File: config.mk
export PLATFORM = sky130hd
export DESIGN_NAME = telnet_command_purge_filter
export DESIGN_NICKNAME = d
export VERILOG_FILES = /design/src/hw/rtl/tcpf_pkg.sv /design/src/hw/rtl/telnet_command_purge_filter.sv /design/src/hw/rtl/tcpf_parse.sv /design/src/hw/rtl/tcpf_queue.sv /design/src/hw/rtl/tcpf_emit.sv
export VERILOG_INCLUDE_DIRS = /design/src /design/src/hw/rtl
export SDC_FILE = /design/constraint.sdc
export NUM_CORES = 1
export LEC_CHECK = 0
export BUFFER_PORTS_ARGS = -buffer_cell sky130_fd_sc_hd__buf_2
export CAP_MARGIN = 20
export CORE_ASPECT_RATIO = 0.8
export CORE_MARGIN = 3
export CORE_UTILIZATION = 44
export CTS_CLUSTER_DIAMETER = 200
export CTS_CLUSTER_SIZE = 30
export DETAILED_ROUTE_END_ITERATION = 8
export GPL_TIMING_DRIVEN = 0
export HOLD_SLACK_MARGIN = 0.03
export PLACE_DENSITY_LB_ADDON = 0.12
export SKIP_LAST_GASP = 1
export SLEW_MARGIN = 5
export SYNTH_ARGS = -nofsm -noshare
export SYNTH_HDL_FRONTEND = slang
export SYNTH_SLANG_ARGS = --single-unit
File: constraint.sdc
create_clock -name clk -period 2.8 [get_ports clk]
set_clock_uncertainty 0.15 [all_clocks]
set_input_delay 0.28 -clock clk [delete_from_list [all_inputs] [get_ports clk]]
set_output_delay 0.28 -clock clk [all_outputs]
set_load 0.1 [all_outputs]
File: src/hw/rtl/telnet_command_purge_filter_defines.svh
// ----------------------------------------------------------------------------
// Telnet command purge filter assertion macros
// Shared concurrent assertion forms, sampled on the rising clock edge and
// disabled while the asynchronous reset is asserted.
// ----------------------------------------------------------------------------
`ifndef TELNET_COMMAND_PURGE_FILTER_DEFINES_SVH
`define TELNET_COMMAND_PURGE_FILTER_DEFINES_SVH

// Same-cycle implication.
`define TCPF_ASSERT_IMPL(name, clk, rst_n, ante, cons) \
	name: assert property (@(posedge clk) disable iff (!rst_n) (ante) |-> (cons)) \
		else $error("tcpf: same-cycle check failed");

// Next-cycle implication.
`define TCPF_ASSERT_NEXT(name, clk, rst_n, ante, cons) \
	name: assert property (@(posedge clk) disable iff (!rst_n) (ante) |=> (cons)) \
		else $error("tcpf: next-cycle check failed");

`endif

File: src/hw/rtl/tcpf_pkg.sv
// ----------------------------------------------------------------------------
// Telnet command purge filter package
// Telnet codes, parser phases and the queue entry shared by the front and
// back parts of the filter.
// ----------------------------------------------------------------------------
`default_nettype none

package tcpf_pkg;

	// Telnet command codes.
	localparam logic [7:0] TEL_IAC  = 8'hff;
	localparam logic [7:0] TEL_SE   = 8'd240;
	localparam logic [7:0] TEL_EC   = 8'd247;
	localparam logic [7:0] TEL_EL   = 8'd248;
	localparam logic [7:0] TEL_SB   = 8'd250;
	localparam logic [7:0] TEL_WILL = 8'd251;
	localparam logic [7:0] TEL_WONT = 8'd252;
	localparam logic [7:0] TEL_DO   = 8'd253;
	localparam logic [7:0] TEL_DONT = 8'd254;

	// Parser phase within the current telnet item.
	typedef enum logic [2:0] {
		PH_START  = 3'd0,
		PH_CMD    = 3'd1,
		PH_OPTION = 3'd2,
		PH_SBODY  = 3'd3,
		PH_SBIAC  = 3'd4
	} phase_t;

	// Results caused by one input beat: one or two output beats.
	typedef struct packed {
		logic       two;
		logic [7:0] byte0;
		logic [7:0] byte1;
		logic       bvalid;
		logic       eob;
	} q_entry_t;

endpackage

`default_nettype wire

File: src/hw/rtl/telnet_command_purge_filter.sv
// Path: a beat's results are written into the queue and then loaded into the
// output register, which holds them while out_stall is high.
// Throughput: one input beat per cycle while the queue has room; an item that
// yields two bytes (held IAC plus command) leaves the single output register as two beats.
// A queue of QUEUE_DEPTH entries between parser and output absorbs those bursts.
// Reset: asynchronous, active low; parser at item start, queue and output empty.
// ----------------------------------------------------------------------------
// Telnet command purge filter
// Drops plain bytes and EC/EL items from a pending telnet buffer and keeps
// the unsent bytes of all other IAC items.
// ----------------------------------------------------------------------------
`default_nettype none

module telnet_command_purge_filter #(
	parameter int QUEUE_DEPTH = 4
) (
	input  wire logic       clk,
	input  wire logic       arst_n,
	input  wire logic       in_valid,
	output logic            in_stall,
	input  wire logic [7:0] in_byte,
	input  wire logic       already_sent,
	input  wire logic       buffer_end,
	output logic            out_valid,
	input  wire logic       out_stall,
	output logic [7:0]      out_byte,
	output logic            byte_valid,
	output logic            run_last,
	output logic            end_of_buffer
);
	import tcpf_pkg::*;

	q_entry_t entry;
	q_entry_t head;
	logic     entry_push;
	logic     head_valid;
	logic     pop;
	logic     full;
	logic     accept;

	// Input beats are taken while the queue has room.
	assign in_stall = full;
	assign accept   = in_valid && !full;

	tcpf_parse u_parse (
		.clk          (clk),
		.arst_n       (arst_n),
		.accept       (accept),
		.in_byte      (in_byte),
		.already_sent (already_sent),
		.buffer_end   (buffer_end),
		.entry        (entry),
		.entry_push   (entry_push)
	);

	tcpf_queue #(
		.DEPTH (QUEUE_DEPTH)
	) u_queue (
		.clk        (clk),
		.arst_n     (arst_n),
		.push       (entry_push),
		.wr_entry   (entry),
		.pop        (pop),
		.head       (head),
		.head_valid (head_valid),
		.full       (full)
	);

	tcpf_emit u_emit (
		.clk           (clk),
		.arst_n        (arst_n),
		.head          (head),
		.head_valid    (head_valid),
		.pop           (pop),
		.out_valid     (out_valid),
		.out_stall     (out_stall),
		.out_byte      (out_byte),
		.byte_valid    (byte_valid),
		.run_last      (run_last),
		.end_of_buffer (end_of_buffer)
	);

endmodule

`default_nettype wire

File: src/hw/rtl/tcpf_parse.sv
// ----------------------------------------------------------------------------
// Telnet command purge filter front end
// Parses the input beats into telnet items, decides which bytes are kept and
// produces one queue entry per beat that has results or ends the buffer.
// ----------------------------------------------------------------------------
`default_nettype none

module tcpf_parse (
	input  wire logic               clk,
	input  wire logic               arst_n,
	input  wire logic               accept,
	input  wire logic [7:0]         in_byte,
	input  wire logic               already_sent,
	input  wire logic               buffer_end,
	output tcpf_pkg::q_entry_t      entry,
	output logic                    entry_push
);
	import tcpf_pkg::*;

	phase_t phase_q, phase_d;
	logic   held_q, held_d;
	logic   wanted_q, wanted_d;

	logic   is_iac;
	logic   cmd_kept;
	logic   put_iac;
	logic   put_byte;

	assign is_iac   = (in_byte == TEL_IAC);
	assign cmd_kept = (in_byte != TEL_EC) && (in_byte != TEL_EL);

	// Next parser state.
	always_comb begin
		phase_d  = PH_START;
		held_d   = 1'b0;
		wanted_d = 1'b0;
		unique case (phase_q)
			PH_CMD: begin
				if (cmd_kept) begin
					case (in_byte) inside
						TEL_DO, TEL_DONT, TEL_WILL, TEL_WONT: begin
							phase_d  = PH_OPTION;
							wanted_d = 1'b1;
						end
						TEL_SB: begin
							phase_d  = PH_SBODY;
							wanted_d = 1'b1;
						end
						default: begin
							phase_d  = PH_START;
						end
					endcase
				end
			end
			PH_OPTION: begin
				phase_d = PH_START;
			end
			PH_SBODY: begin
				phase_d  = is_iac ? PH_SBIAC : PH_SBODY;
				wanted_d = wanted_q;
			end
			PH_SBIAC: begin
				if (in_byte == TEL_SE) begin
					phase_d = PH_START;
				end else begin
					phase_d  = PH_SBODY;
					wanted_d = wanted_q;
				end
			end
			default: begin
				phase_d = is_iac ? PH_CMD : PH_START;
				held_d  = is_iac && !already_sent;
			end
		endcase
		// The buffer end always returns the parser to a clean item start.
		if (buffer_end) begin
			phase_d  = PH_START;
			held_d   = 1'b0;
			wanted_d = 1'b0;
		end
	end

	// Which bytes this beat emits.
	always_comb begin
		put_iac  = 1'b0;
		put_byte = 1'b0;
		unique case (phase_q) inside
			PH_CMD: begin
				put_iac  = cmd_kept && held_q;
				put_byte = cmd_kept && !already_sent;
			end
			PH_OPTION, PH_SBODY, PH_SBIAC: begin
				put_byte = wanted_q && !already_sent;
			end
			default: begin
				// A lone IAC at the buffer end is a truncated kept item.
				put_iac = buffer_end && is_iac && !already_sent;
			end
		endcase
	end

	// Queue entry; an empty beat at the buffer end becomes an end marker.
	always_comb begin
		entry.two    = put_iac && put_byte;
		entry.byte0  = put_iac ? TEL_IAC : (put_byte ? in_byte : 8'd0);
		entry.byte1  = in_byte;
		entry.bvalid = put_iac || put_byte;
		entry.eob    = buffer_end;
		entry_push   = accept && (put_iac || put_byte || buffer_end);
	end

	// Parser state registers.
	always_ff @(posedge clk or negedge arst_n) begin
		if (!arst_n) begin
			phase_q  <= PH_START;
			held_q   <= 1'b0;
			wanted_q <= 1'b0;
		end else if (accept) begin
			phase_q  <= phase_d;
			held_q   <= held_d;
			wanted_q <= wanted_d;
		end
	end

endmodule

`default_nettype wire

File: src/hw/rtl/tcpf_queue.sv
// ----------------------------------------------------------------------------
// Telnet command purge filter queue
// Short register queue that decouples the parser from the output side.
// ----------------------------------------------------------------------------
`default_nettype none
`include "telnet_command_purge_filter_defines.svh"

module tcpf_queue #(
	parameter int DEPTH = 4
) (
	input  wire logic               clk,
	input  wire logic               arst_n,
	input  wire logic               push,
	input  wire tcpf_pkg::q_entry_t wr_entry,
	input  wire logic               pop,
	output tcpf_pkg::q_entry_t      head,
	output logic                    head_valid,
	output logic                    full
);
	import tcpf_pkg::*;

	localparam int PTR_W = (DEPTH > 1) ? $clog2(DEPTH) : 1;
	localparam int CNT_W = $clog2(DEPTH + 1);

	q_entry_t           mem_q [DEPTH];
	logic [PTR_W-1:0]   wr_ptr_q;
	logic [PTR_W-1:0]   rd_ptr_q;
	logic [CNT_W-1:0]   count_q;

	assign head       = mem_q[rd_ptr_q];
	assign head_valid = (count_q != '0);
	assign full       = (count_q == CNT_W'(DEPTH));

	// Entry storage.
	always_ff @(posedge clk) begin
		if (push) begin
			mem_q[wr_ptr_q] <= wr_entry;
		end
	end

	// Pointers and fill count.
	always_ff @(posedge clk or negedge arst_n) begin
		if (!arst_n) begin
			wr_ptr_q <= '0;
			rd_ptr_q <= '0;
			count_q  <= '0;
		end else begin
			if (push) begin
				wr_ptr_q <= (wr_ptr_q == PTR_W'(DEPTH - 1)) ? '0 : wr_ptr_q + 1'b1;
			end
			if (pop) begin
				rd_ptr_q <= (rd_ptr_q == PTR_W'(DEPTH - 1)) ? '0 : rd_ptr_q + 1'b1;
			end
			if (push && !pop) begin
				count_q <= count_q + 1'b1;
			end else if (pop && !push) begin
				count_q <= count_q - 1'b1;
			end
		end
	end

	// Queue integrity checks.
	`TCPF_ASSERT_IMPL(a_no_overflow, clk, arst_n, push, !full)
	`TCPF_ASSERT_IMPL(a_no_underflow, clk, arst_n, pop, head_valid)
	`TCPF_ASSERT_IMPL(a_empty_ptrs, clk, arst_n, !head_valid, rd_ptr_q == wr_ptr_q)

endmodule

`default_nettype wire

File: src/hw/rtl/tcpf_emit.sv
// ----------------------------------------------------------------------------
// Telnet command purge filter back end
// Expands queue entries into output beats and holds them in the output
// register until the receiver takes them.
// ----------------------------------------------------------------------------
`default_nettype none
`include "telnet_command_purge_filter_defines.svh"

module tcpf_emit (
	input  wire logic               clk,
	input  wire logic               arst_n,
	input  wire tcpf_pkg::q_entry_t head,
	input  wire logic               head_valid,
	output logic                    pop,
	output logic                    out_valid,
	input  wire logic               out_stall,
	output logic [7:0]              out_byte,
	output logic                    byte_valid,
	output logic                    run_last,
	output logic                    end_of_buffer
);
	import tcpf_pkg::*;

	logic       valid_q;
	logic       sub_q;
	logic [7:0] byte_q;
	logic       bvalid_q;
	logic       last_q;
	logic       eob_q;

	logic       load;
	logic       take;
	logic       last_beat;

	// The output register refills whenever it is empty or being taken.
	assign load      = !valid_q || !out_stall;
	assign take      = load && head_valid;
	assign last_beat = !head.two || sub_q;
	assign pop       = take && last_beat;

	// Output control.
	always_ff @(posedge clk or negedge arst_n) begin
		if (!arst_n) begin
			valid_q <= 1'b0;
			sub_q   <= 1'b0;
		end else begin
			if (load) begin
				valid_q <= head_valid;
			end
			if (take) begin
				sub_q <= head.two && !sub_q;
			end
		end
	end

	// Output payload.
	always_ff @(posedge clk) begin
		if (take) begin
			byte_q   <= sub_q ? head.byte1 : head.byte0;
			bvalid_q <= head.bvalid;
			last_q   <= last_beat;
			eob_q    <= head.eob && last_beat;
		end
	end

	assign out_valid     = valid_q;
	assign out_byte      = byte_q;
	assign byte_valid    = bvalid_q;
	assign run_last      = last_q;
	assign end_of_buffer = eob_q;

	// The second beat of a pair is only pending while its entry is at the head.
	`TCPF_ASSERT_IMPL(a_second_beat_head, clk, arst_n, sub_q, head_valid && head.two)

endmodule

`default_nettype wire
==> results_dict.tcl <==
set metrics [dict create \
    status "finished clean" \
    fin_nets 293 \
    grt_pass1_wl_um 11800 \
    finalHoldViolations 0 \
    worst_pin_slew_ns 0.873 \
    powerDensity_mw_per_mm2 1060 \
    vdd.ir_drop.worst_mv 0.408 \
    synth_edf_count 87 \
    power_frac_comb_pct 35.9 \
    layout_commonest_cell "edfxtp_1" \
    hp-start "in_byte[5]" \
    place_inst 373 \
    cts-root-buf "clkbuf_16" \
    whs_path_depth 1 \
    overflow 0 \
    port_buffers 26 \
    synthesis.nets 253 \
    synthCells 232 \
    synthFlopType "edfxtp_1" \
    ys_types 43 \
    rsz0062_at_grt "yes" \
    viasPerCell 5.37 \
    cts_tree "yes" \
    internal_power_w 0.00327 \
    antenna_cells 0 \
    ios 27 \
    path_clk_slew_ns 0.07 \
    place_hpwl_um 4620 \
    reg2reg_to "u_queue.count_q[2]" \
    core_area_mm2 0.00915 \
    die_area_mm2 0.0107 \
    worst_setup_path_end_kind "flop" \
    regToRegSetupSlack_ns 0.12 \
    fin_crit_sh_pct 95.8 \
    antenna_found_initial 0 \
    worstSkewPairLatency_ns 0.33 \
    grt_max_degree 20 \
    yosysSeqAreaShare_pct 70.8 \
    tns_ns 0 \
    clock.fmax_mhz 373 \
    drt_iter0_markers 95 \
    start_util_pct 45.7 \
    critPathMaxFanout 7 \
    cts_buffers 9 \
    cpMaxStageDelayCell "dfrtp_1" \
    synthArstFlopShare_pct 13.9 \
    fillers 743 \
    required_ns 2.91 \
    crit_path_start_kind "flop" \
    ant_nets 0 \
    switching_share_pct 36.0 \
    wl_um 7320 \
    grt_pass1_vias 2129 \
    crit_chain "nor3b_4 > o211ai_1 > a31oi_1 > o31a_1 > ha_2 > inv_1 > fa_1 > xor2_1 > nor2_1 > xor2_1" \
    max_slew_margin_pct 41.8 \
    mostFrequentLayoutCells "edfxtp_1 (87), buf_2 (27), mux4_2 (19)" \
    r2r-start "u_parse.phase_q[2]" \
    detail_route.wl_per_cell_um 18.7 \
    cts.htree.levels 3 \
    die_w_um 115 \
    ys_ff_latch 101 \
    cap_violations 0 \
    min_path_type "in2reg" \
    setup_viol 0 \
    syn_avg_cell_area_um2 18.0 \
    final-seq-area_mm2 0.00297 \
    p_leak_nw 1.72 \
    clockBufferDepth 2 \
    seq_power_share_pct 40.5 \
    drc_errors 0 \
    cpMostUsedCell "xor2_1" \
    rr_worst_depth 10 \
    cp_top_family "adder cells" \
    crit_buf_inv 1 \
    fp-row-count 31 \
    min_to "u_queue.mem_q[0][7]" \
    area_growth_pct 15.3 \
    cp.arrival_ns 2.79 \
    layout_min_cycle_time_ns 2.68 \
    multi_input_area_mm2 0.00121 \
    yosysWarnings 0 \
    vias 2105 \
    slowest_delay_ns 0.47 \
    clkPwrFrac_pct 23.6 \
    p_switching_w 0.00184 \
    drt_first_pass_iters 4 \
    critPathKind "reg2reg" \
    slew_viol_final 0 \
    syn_area_mm2 0.00418 \
    finalWeightedCongestion 0.715 \
    clock_sinks 101 \
    grtUsageTotal_pct 14.9 \
    final_layout_size_suffix_gt1_share_pct 31.4 \
    die_h_um 93.2 \
    fin_cells 392 \
]
cell families after synthesis:
| kind of cell | Yosys count | synth area share (%) |
|---|---|---|
| xor gates and xnor gates | 4 | 0.837 |
| DFF | 101 | 70.8 |
| adders and majority gates | 7 | 2.27 |
| and+or+nand+nor | 49 | 6.64 |
| AOI/OAI and AO/OA | 26 | 4.16 |
| muxes | 33 | 14.1 |
| buffers and inverters | 12 | 1.14 |
routing by layer:
metal | routed length (um) | track usage, % | vias up | share of wire, %
met3 | 339 | 4.66 | 7 | 4.6
li1 | - | - | 1002 | -
met2 | 3440 | 22.9 | 45 | 47
met1 | 3480 | 20.8 | 1051 | 48
met5 | 0 | 0 | - | 0
met4 | 61 | 3.52 | 0 | 0.83
worst reg2reg max path, stage by stage (launching register included):
cell	delay [ns]
dfrtp_1	0.47
nor3b_4	0.28
o211ai_1	0.13
a31oi_1	0.23
o31a_1	0.21
ha_2	0.19
inv_1	0.06
fa_1	0.43
xor2_1	0.17
nor2_1	0.12
xor2_1	0.16
worst max-delay path by stage:
stage	end	startpoint	depth (start not counted)	slack, ns
after CTS	u_queue.count_q[1]	u_queue.count_q[1]	8	0.01
after floorplan	u_queue.count_q[1]	u_queue.count_q[1]	7	-0.03
after global routing	u_queue.count_q[2]	u_parse.phase_q[2]	10	-0.13
after global placement	u_queue.mem_q[1][9]	u_parse.phase_q[2]	5	-0.37
after detailed placement	u_queue.mem_q[3][9]	u_parse.phase_q[2]	5	-0.42
final	u_queue.count_q[2]	u_parse.phase_q[2]	10	0.12
power by group through the flow:
stage | Sequential [W] | Combinational, W | Clock (W)
after global routing | 0.00210 | 0.00197 | 0.00130
after detailed placement | 0.00211 | 0.00185 | 0
final | 0.00207 | 0.00183 | 0.00120
after CTS | 0.00207 | 0.00187 | 0.00124
after global placement | 0.00210 | 0.00184 | 0
after floorplan | 0.00272 | 0.000877 | 0
timing repair:
item	in CTS	in global routing
gates resized for setup	6	1
hold buffers	2	0
pin swaps	1	2
buffers inserted	1	0
endpoints found under the setup margin	78	2
hold endpoints to repair	15	0
registers in the layout, summed over array words and instances (netlist names):
signal / cells
u_emit.byte_valid: 1
u_emit.end_of_buffer: 1
u_emit.out_byte: 8
u_emit.out_valid: 1
u_emit.run_last: 1
u_emit.sub_q: 1
u_parse.held_q: 1
u_parse.phase_q: 3
u_parse.wanted_q: 1
u_queue.count_q: 3
u_queue.mem_q: 76
u_queue.rd_ptr_q: 2
u_queue.wr_ptr_q: 2
per-stage QoR:
| stage | worst slack (ns) | util [%] | power, W | instance area, um^2 | hold WS, ns |
|---|---|---|---|---|---|
| after floorplan | -0.0312 | - | 0.00360 | 4200 | -0.166 |
| after CTS | 0.0120 | 52.6 | 0.00518 | 4820 | 0.0587 |
| final | 0.118 | 52.7 | 0.00510 | 4820 | 0.0673 |
| after detailed placement | -0.425 | 48.9 | 0.00396 | 4480 | 0.0698 |
| after global placement | -0.369 | 48.9 | 0.00394 | 4480 | 0.0659 |
| after global routing | -0.130 | 52.7 | 0.00537 | 4820 | 0.0705 |
cell type report:
cell class              count  share of cell area [%]
well taps                 115                    2.98
clock inverters             5                    1.27
repair buffers             29                    3.27
flip-flops and latches    101                    61.5
inverters                   4                   0.311
multi-input cells         119                    25.2
plain buffers               8                   0.674
clock buffers              11                    4.82
cell usage after synthesis, types with 2 or more instances:
cell	count	area share (%)
inv_1	4	0.36
nor2_1	6	0.54
a31oi_1	2	0.30
nand3_1	3	0.36
buf_1	2	0.18
mux2_4	2	0.72
a21oi_1	2	0.24
nand2_1	11	0.99
nor3b_1	3	0.54
mux2_2	11	3.0
dfrtp_1	14	8.4
or3_1	2	0.30
o41ai_1	2	0.42
a21o_1	7	1.3
and2_1	7	1.0
clkbuf_1	4	0.36
ha_1	6	1.8
mux4_2	19	10
nor2b_1	2	0.30
nand2b_1	3	0.45
edfxtp_1	87	62
nor3_1	3	0.36
o21ai_0	8	0.96
xor2_1	3	0.63
Power figures use the tool's default switching activity.
